`src/rtl/cgbe_pkg.sv`:
```
package cgbe_pkg;

	localparam logic [2:0] CMD_INSERT = 3'd0;
	localparam logic [2:0] CMD_LEFT   = 3'd1;
	localparam logic [2:0] CMD_RIGHT  = 3'd2;
	localparam logic [2:0] CMD_DELETE = 3'd3;
	localparam logic [2:0] CMD_DUMP   = 3'd4;

	localparam logic [1:0] ST_DONE  = 2'd0;
	localparam logic [1:0] ST_EDGE  = 2'd1;
	localparam logic [1:0] ST_FULL  = 2'd2;
	localparam logic [1:0] ST_EMPTY = 2'd3;

	typedef struct packed {
		logic [2:0] req_type;
		logic [7:0] char_in;
	} req_t;

	typedef struct packed {
		logic [7:0] char_out;
		logic [1:0] status;
		logic       last;
	} rsp_t;

endpackage

```
`src/rtl/cgbe_ram.sv`:
```
module cgbe_ram #(
	parameter int WIDTH = 8,
	parameter int DEPTH = 64
) (
	input  logic                     clk,
	input  logic                     we,
	input  logic [$clog2(DEPTH)-1:0] addr,
	input  logic [WIDTH-1:0]         wdata,
	output logic [WIDTH-1:0]         rdata
);

	logic [WIDTH-1:0] mem_q [DEPTH];

	always_ff @(posedge clk) begin
		if (we) begin
			mem_q[addr] <= wdata;
		end
		rdata <= mem_q[addr];
	end

endmodule

```
`src/rtl/cursor_gap_buffer_editor.sv`:
```
// Line-editing buffer with a cursor, kept as two stacks in one single-port
// memory of CAPACITY bytes. A command is taken when start is high and busy is
// low. Insert, delete and any refused command give their result strobe in the
// next cycle. A cursor move passes through S_MOVE, because the byte is read
// from one stack and then written to the other through the same memory port.
// A dump of n bytes reads one byte per cycle and holds busy in S_DUMP until
// its last byte is read, giving n result beats on consecutive cycles, the
// last one marked, and then empties the buffer. Result beats are shown for
// exactly one cycle and cannot be stalled.
module cursor_gap_buffer_editor #(
	parameter int CAPACITY = 64
) (
	input  logic          clk,
	input  logic          arst_n,
	input  logic          start,
	input  cgbe_pkg::req_t req,
	output logic          busy,
	output logic          rsp_valid,
	output cgbe_pkg::rsp_t rsp
);

	localparam int CW = $clog2(CAPACITY + 1);
	localparam int AW = $clog2(CAPACITY);
	localparam logic [CW:0] CAP_T = (CW + 1)'(CAPACITY);

	localparam logic [1:0] S_IDLE = 2'd0;
	localparam logic [1:0] S_MOVE = 2'd1;
	localparam logic [1:0] S_DUMP = 2'd2;

	logic [1:0]    state_q;
	logic [CW-1:0] left_q;
	logic [CW-1:0] right_q;
	logic [CW-1:0] pos_q;
	logic          dir_left_q;
	logic          rsp_valid_q;
	logic [1:0]    status_q;
	logic          dvalid_s1;
	logic          dlast_s1;

	logic          accept;
	logic [CW:0]   total;
	logic          full;
	logic [CW-1:0] dpos;
	logic [CW:0]   dsum;
	logic          dlast;
	logic [CW:0]   rtop;
	logic [CW:0]   rnext;
	logic [CW-1:0] lprev;

	logic          ram_we;
	logic [AW-1:0] ram_addr;
	logic [7:0]    ram_wdata;
	logic [7:0]    ram_rdata;

	assign busy   = (state_q != S_IDLE);
	assign accept = start && !busy;
	assign total  = {1'b0, left_q} + {1'b0, right_q};
	assign full   = (total >= CAP_T);
	assign dpos   = (state_q == S_DUMP) ? pos_q : '0;
	assign dsum   = (dpos < left_q) ? {1'b0, dpos} : ({1'b0, dpos} + (CAP_T - total));
	assign dlast  = (({1'b0, dpos} + (CW + 1)'(1)) == total);
	assign rtop   = CAP_T - {1'b0, right_q};
	assign rnext  = rtop - (CW + 1)'(1);
	assign lprev  = left_q - CW'(1);

	always_comb begin
		ram_we    = 1'b0;
		ram_addr  = left_q[AW-1:0];
		ram_wdata = req.char_in;
		case (state_q)
			S_IDLE: begin
				case (req.req_type)
					cgbe_pkg::CMD_INSERT: ram_we = accept && !full;
					cgbe_pkg::CMD_LEFT:   ram_addr = lprev[AW-1:0];
					cgbe_pkg::CMD_RIGHT:  ram_addr = rtop[AW-1:0];
					cgbe_pkg::CMD_DUMP:   ram_addr = dsum[AW-1:0];
					default:              ram_addr = left_q[AW-1:0];
				endcase
			end
			S_MOVE: begin
				ram_we    = 1'b1;
				ram_wdata = ram_rdata;
				ram_addr  = dir_left_q ? rnext[AW-1:0] : left_q[AW-1:0];
			end
			S_DUMP: ram_addr = dsum[AW-1:0];
			default: ram_addr = left_q[AW-1:0];
		endcase
	end

	cgbe_ram #(
		.WIDTH(8),
		.DEPTH(CAPACITY)
	) u_ram (
		.clk  (clk),
		.we   (ram_we),
		.addr (ram_addr),
		.wdata(ram_wdata),
		.rdata(ram_rdata)
	);

	always_ff @(posedge clk or negedge arst_n) begin
		if (!arst_n) begin
			state_q     <= S_IDLE;
			left_q      <= '0;
			right_q     <= '0;
			pos_q       <= '0;
			dir_left_q  <= 1'b0;
			rsp_valid_q <= 1'b0;
			status_q    <= cgbe_pkg::ST_DONE;
			dvalid_s1   <= 1'b0;
			dlast_s1    <= 1'b0;
		end else begin
			rsp_valid_q <= 1'b0;
			dvalid_s1   <= 1'b0;
			case (state_q)
				S_IDLE: begin
					if (accept) begin
						case (req.req_type)
							cgbe_pkg::CMD_INSERT: begin
								rsp_valid_q <= 1'b1;
								if (full) begin
									status_q <= cgbe_pkg::ST_FULL;
								end else begin
									status_q <= cgbe_pkg::ST_DONE;
									left_q   <= left_q + CW'(1);
								end
							end
							cgbe_pkg::CMD_LEFT: begin
								if (left_q == '0) begin
									rsp_valid_q <= 1'b1;
									status_q    <= cgbe_pkg::ST_EDGE;
								end else begin
									dir_left_q <= 1'b1;
									state_q    <= S_MOVE;
								end
							end
							cgbe_pkg::CMD_RIGHT: begin
								if (right_q == '0) begin
									rsp_valid_q <= 1'b1;
									status_q    <= cgbe_pkg::ST_EDGE;
								end else begin
									dir_left_q <= 1'b0;
									state_q    <= S_MOVE;
								end
							end
							cgbe_pkg::CMD_DELETE: begin
								rsp_valid_q <= 1'b1;
								if (left_q == '0) begin
									status_q <= cgbe_pkg::ST_EDGE;
								end else begin
									status_q <= cgbe_pkg::ST_DONE;
									left_q   <= lprev;
								end
							end
							cgbe_pkg::CMD_DUMP: begin
								if (total == '0) begin
									rsp_valid_q <= 1'b1;
									status_q    <= cgbe_pkg::ST_EMPTY;
								end else begin
									dvalid_s1 <= 1'b1;
									dlast_s1  <= dlast;
									pos_q     <= CW'(1);
									if (dlast) begin
										left_q  <= '0;
										right_q <= '0;
									end else begin
										state_q <= S_DUMP;
									end
								end
							end
							default: begin
								rsp_valid_q <= 1'b1;
								status_q    <= cgbe_pkg::ST_EDGE;
							end
						endcase
					end
				end
				S_MOVE: begin
					rsp_valid_q <= 1'b1;
					status_q    <= cgbe_pkg::ST_DONE;
					state_q     <= S_IDLE;
					if (dir_left_q) begin
						left_q  <= lprev;
						right_q <= right_q + CW'(1);
					end else begin
						left_q  <= left_q + CW'(1);
						right_q <= right_q - CW'(1);
					end
				end
				S_DUMP: begin
					dvalid_s1 <= 1'b1;
					dlast_s1  <= dlast;
					pos_q     <= pos_q + CW'(1);
					if (dlast) begin
						left_q  <= '0;
						right_q <= '0;
						state_q <= S_IDLE;
					end
				end
				default: state_q <= S_IDLE;
			endcase
		end
	end

	assign rsp_valid    = rsp_valid_q || dvalid_s1;
	assign rsp.char_out = dvalid_s1 ? ram_rdata : 8'd0;
	assign rsp.status   = dvalid_s1 ? cgbe_pkg::ST_DONE : status_q;
	assign rsp.last     = dvalid_s1 ? dlast_s1 : 1'b1;

endmodule

```
`config.mk`:
```
export PLATFORM = sky130hd
export DESIGN_NAME = cursor_gap_buffer_editor
export DESIGN_NICKNAME = d
export VERILOG_FILES = /design/src/rtl/cgbe_pkg.sv /design/src/rtl/cgbe_ram.sv /design/src/rtl/cursor_gap_buffer_editor.sv
export SDC_FILE = /design/constraint.sdc
export NUM_CORES = 1
export LEC_CHECK = 0
export ABC_AREA = 1
export BUFFER_PORTS_ARGS = -buffer_cell sky130_fd_sc_hd__buf_2
export CAP_MARGIN = 20
export CORE_MARGIN = 4
export CORE_UTILIZATION = 25
export CTS_CLUSTER_DIAMETER = 80
export CTS_CLUSTER_SIZE = 8
export DETAILED_ROUTE_END_ITERATION = 10
export GPL_ROUTABILITY_DRIVEN = 1
export PLACE_DENSITY = 0.48
export SLEW_MARGIN = 15
export SYNTH_ARGS = -nofsm -noshare
export SYNTH_HDL_FRONTEND = slang
export SYNTH_SLANG_ARGS = --single-unit
```
`constraint.sdc`:
```
create_clock -name clk -period 3.4 [get_ports clk]
set_input_delay 0.34 -clock clk [delete_from_list [all_inputs] [get_ports clk]]
set_output_delay 0.34 -clock clk [all_outputs]
set_load 0.02 [all_outputs]
```
; ---- After elaboration in Yosys (flattened, before gate mapping)
; Memory sizes are Yosys's and may differ from the RTL's. A register that Yosys moved wholly into a read port is not among the register bits.
; Index checks and enable logic that the tools add are counted.
[totals]
regBits = 29
mem_bits_rw = 512
output_inout_bits = 13
wordCells = 132
memories = 1
[classes]
n_addsub = 11
magnitude_cmp = 2
n_eq_ne = 24
n_mux = 64
n_reduce_logical = 21
[mem_list]
columns = memory, words, word_bits, rd, rd_clocked_by_memory_dff, wr, line_no
row1 = u_ram.mem_q, 64, 8, 1, 1, 1, cgbe_ram.sv:12  ; logic [WIDTH-1:0] mem_q [DEPTH];
[op_table]
columns = operator, n
row1 = $mux 7, 15
row2 = $pmux 7 s3, 3
row3 = $pmux 6 s3, 2
row4 = $ne 3x3->1 const B, 9
row5 = $mux 2, 12
row6 = $add 7x1->7 const B, 3
row7 = $mux 1, 17
row8 = $mux 8, 2
row9 = $logic_not 7->1, 2
row10 = $pmux 7 s2, 1
row11 = $sub 7x1->7 const B, 2
row12 = $mux 6, 2
row13 = $sub 1x6->6 const A, 2
row14 = $ne 2x2->1 const B, 5
row15 = $pmux 1 s2, 5
row16 = $pmux 2 s5, 1
row17 = $reduce_and 5->1, 2
row18 = $add 7x1->8 const B, 1
row19 = $add 7x7->8, 1
row20 = $eq 8x8->1, 1
row21 = $ge 8x7->1 const B, 1
row22 = $logic_not 8->1, 1
row23 = $ne 4x1->1 const B, 2
row24 = $pmux 2 s2, 2
row25 = 21 further kinds, 28

; ---- Longest topological paths before layout
[logic_depth]
ltp_word = 9
depth_mapped = 30
ltp_nobuf = 27

; ---- By module
; A second synthesis with hierarchy kept.
[hier_totals]
cells_unflattened = 2838
area_unflattened_um2 = 26043.7
[modules_own_cells]
columns = mod, instances, cells_per_inst, area_per_inst_um2, seq_area_each_um2
row1 = cgbe_ram, 1, 2165, 22038.6, 15534.9
row2 = cursor_gap_buffer_editor, 1, 673, 4005.1, 725.7

; ---- Least setup slack after synthesis
; Ideal clock, no wire load.
[synth_path]
path_type = register to register
from = register left_q[0]
to = memory u_ram.mem_q[48][0], enable pin
setup_time_ns = 0.370
arrival_ns = 3.368
path_slack_ns = -0.338
path_stages_with_launch = 22
synth_period_minus_slack_ns = 3.738
cell_sequence = dfrtp_1 ha_1 fa_1 xnor2_1 ha_1 nand2_1 nand2_1 a31oi_1 inv_1 nand3_1 nand2_1 nand2_1 nand2_1 nand2_1 nand3_1 nand2_1 nand2_1 nand2_2 nand2_4 nor2_4 nand2_2 nor2_1
[synth_between]
elab_chain_len = 8
word_cells_on_any_way = 16
classes_between = add/sub (4) / order compare (2) / mux (8) / reduce/logical (2)
[synth_lines]
columns = element, line_no
row1 = from (decl), cursor_gap_buffer_editor.sv:31  ; logic [CW-1:0] left_q;
row2 = from (signal assigned), cursor_gap_buffer_editor.sv:125  ; left_q <= left_q + CW'(1);
row3 = from (signal assigned), cursor_gap_buffer_editor.sv:152  ; left_q <= lprev;
row4 = from (signal assigned), cursor_gap_buffer_editor.sv:183  ; left_q <= lprev;
row5 = branches (longest 8 deep; another with $add 7x7->8), --
row6 = to (decl), cgbe_ram.sv:12
; Parallel ways; which one is timed is not known.

; ---- Worst setup path after layout
[layout_path]
from = register left_q[0]
to = register u_ram.rdata[0], read port of u_ram.mem_q
[layout_between]
elab_chain_len = 6
word_cells_on_any_way = 9
classes_between = add/sub (4) / order compare (1) / mux (4)
[layout_lines]
columns = element, line_no
row1 = $add 7x7->8, cursor_gap_buffer_editor.sv:57  ; assign total = {1'b0, left_q} + {1'b0, right_q};
row2 = $sub 1x6->6, cursor_gap_buffer_editor.sv:60  ; assign dsum = (dpos < left_q) ? {1'b0, dpos} : ({1'b0, dpos} + (CAP_T - total));
row3 = $add 6x6->6, cursor_gap_buffer_editor.sv:60
row4 = $mux 6, cursor_gap_buffer_editor.sv:60
row5 = $pmux 6 s3, cursor_gap_buffer_editor.sv:72  ; case (req.req_type)
row6 = $pmux 6 s3 *, cursor_gap_buffer_editor.sv:70  ; case (state_q)
row7 = to (decl), cgbe_ram.sv:9  ; output logic [WIDTH-1:0] rdata
; Mark *: on every way between the ends. The rest lies on a longest branch, timed or not.
; A chain may end at the register's enable or synchronous reset.

==> impl_metrics.toml <==
[synth]
synth_compound_area_frac = 0.0390
syn-num-nets = 2783
async_flop_share = 0.0528
synth-adder-area-share = 0.0162
synth.area.mux_share = 0
ys_seq_elements = 549
synth_edf_count = 512
syn-cell-area_um2 = 26900
ys_top_cells_by_area = "edfxtp_1, nand2_1, nand3_1"
syn_inst = 2736
synth_ff_type = "edfxtp_1"
synth_top_cell_by_area = "edfxtp_1"
synth_area_per_cell_um2 = 9.83
synth_top_family_by_area = "simple AND/OR/NAND/NOR gates"
synth.top_cell.area_share = 0.572
post_synth_and_or_nand_nor_area_fraction = 0.249
yosysSeqAreaShare = 0.605
synthXorXnorAreaFrac = 0.00879
ys_types = 50
yosysWarnings = 0

[layout]
fin_nets = 3084
syn2layout_area_growth_pct = 33.9
seq_area_um2 = 16300
fill_cells = 10800
final_common_cell = "nand2_1"
num_antenna_cells = 0
final_cell_mix = "nand2_1, edfxtp_1, inv_1"
drive_gt1_frac = 0.250
multi_input_area_um2 = 9950
design_area_um2 = 36000

[timing]
fin_crit_sh = 1.08
setup_viol = 520
skew_ns = 0.0398
fin_hold_ws_ns = 0.207
rsz0062_at_grt = "true"
worst_pin_slew_ns = 0.767
fmax_ghz = 0.272
fin_ws_ns = -0.271
relSlewSlack = 0.489
maxSlewViolCount = 0
min_period_ns = 3.67
final-hold-violation-count = 0

[drt]
vias_per_cell = 4.55
antenna_left = 0
num_vias = 20400
totalWireLength_um = 89100
drt_first_iter_violations = 1758
drc = 0
drt-pass1-iter-count = 5
drt-wirelength-per-cell_um = 19.9

[clock_network]
cts_tree = "done"
htree_levels = 3
clockRootBuffer = "clkbuf_16"
clk_latency_ns = 0.63
clock_sinks = 549
cts_buffers = 79
clockBufferDepth = 3
clkTransAtPathRegs_ns = 0.05

[worst_setup_path]
cp.arrival_ns = 4.16
crit_path_end_kind = "flop"
start_kind = "flop"
cp.required_ns = 3.89
cpMaxStageDelayCell = "fa_2"
crit_path_max_fanout = 16
critPathKind = "reg -> reg"
max_stage_delay_ns = 0.56
crit_chain = "ha_2 -> fa_2 -> inv_2 -> fa_2 -> nor2_4 -> nor2_4 -> buf_6 -> nor2_4 -> nor2_4 -> nor2_4 -> buf_12 -> buf_12 -> nand3_1 -> nand2_1 -> o21ai_1 -> nand2_1 -> nand2_1 -> nand2_1 -> inv_1 -> nand2_1"
cp_top_family = "adder cells"
path_buf_inv = 5

[global_route]
grt_first_pass_wirelength_um = 132000
grt_antenna_before_repair = 2
grt-ovfl-total = 0
grt_pass1_vias = 20200
grtUsageTotal = 0.156
grt_start_max_net_pins = 68

[floorplan]
coreArea_um2 = 107000
start_util = 0.252
top_level_ports = 27
fp-row-count = 120
die_y_um = 336
dieWidth_um = 336
dieArea_um2 = 113000

[placed_design]
gp_congestion = 0.880
preCtsSetupSlack_ns = -0.864
place_area_um2 = 31600
hpwl_um = 57000
portBuffers = 26

[run_status]
status = "complete, but fails checks"
violations = "negative setup slack"

[hold_path]
hold_path_class = "in -> reg"

[job]
maxCapViolCount = 0
-- kinds of logic (layout without fill, tap and decap cells) --
kind of cell,Yosys count,count (layout)
fa+ha+maj,33,33
simple gates,1415,1415
buf+inv,523,865
xor+xnor,27,27
flops,549,549
compound gates,189,189
-- worst min-delay path: stages --
cell	delay (ns)
buf_2	0.13
nor2_1	0.07
nand2_1	0.07
nand2_1	0.05
nand2_1	0.05
o21ai_0	0.06
-- repair_timing --
item / CTS / global route
setup buffers: 47 / 20
gates resized for setup: 219 / 65
hold buffers: 2 / 0
pin swaps: 93 / 66
endpoints found under the setup margin: 520 / 522
endpoints found under the hold margin: 30 / 0
gates cloned: 11 / 1
-- final cells by class --
type	count	area share
Sequential cell	549	0.452
Multi-Input combinational cell	1664	0.276
Timing Repair Buffer	358	0.120
Clock buffer	114	0.0597
Tap cell	1403	0.0487
Inverter	385	0.0403
Clock inverter	8	0.00333
-- path summary, 6_finish.rpt --
path	from	to	slack, ns	cells after the start
max	left_q[0]	u_ram.rdata[0]	-0.27	20
min	req[10]	status_q[1]	0.21	6
max reg2reg	left_q[0]	u_ram.rdata[0]	-0.27	20
min reg2reg	status_q[0]	status_q[0]	0.48	2
max in group asynchronous	arst_n	left_q[2]	2.50	2
min in group asynchronous	arst_n	left_q[5]	0.36	2
-- registers in the layout, indices dropped and copies added, names as in the netlist --
signal,flops
right_q,7
pos_q,7
status_q,2
left_q,7
dlast_s1,1
state_q,2
dir_left_q,1
rsp_valid_q,1
u_ram.mem_q,512
dvalid_s1,1
u_ram.rdata,8
-- stage by stage --
step                 util  setup TNS (ns)  instances
floorplan               -          -25.02       2736
global placement    0.295         -141.03       4285
detailed placement  0.295         -146.76       4285
CTS                 0.333          -60.28       4463
global route        0.337         -151.75       4481
finish              0.337          -62.18       4481
-- cells in the mapped netlist (2+ instances only) --
cell	n
nor2_2	4
inv_1	369
nand3b_1	193
nand2_1	703
buf_1	2
fa_1	3
o211ai_1	6
nor2_4	8
a221oi_1	2
clkinv_1	2
o22ai_1	6
xor2_1	21
nand3_1	361
buf_4	28
o21ai_1	83
buf_2	57
edfxtp_1	512
inv_2	13
a21oi_4	3
o21ai_0	39
buf_6	9
ha_1	30
xnor2_1	6
nand2_2	10
o31ai_1	3
nand4_1	4
dfxtp_1	8
or2_2	2
clkbuf_1	42
nor3_1	10
nand2_4	6
nand3_2	2
dfrtp_1	29
nor2_1	107
a21oi_1	38
-- layer usage --
metal  vias to the layer above  share of wire  routed length [µm]  track usage
met4                         0          0.021                1890       0.0465
li1                       9768              -                   -            -
met5                         -              0                   0            0
met3                       124          0.066                5880       0.0304
met2                       603           0.45               40300        0.246
met1                      9905           0.46               41000        0.218
Power is not shown: default switching activity piles up to over one toggle a cycle in this logic, so the estimate is an artifact.
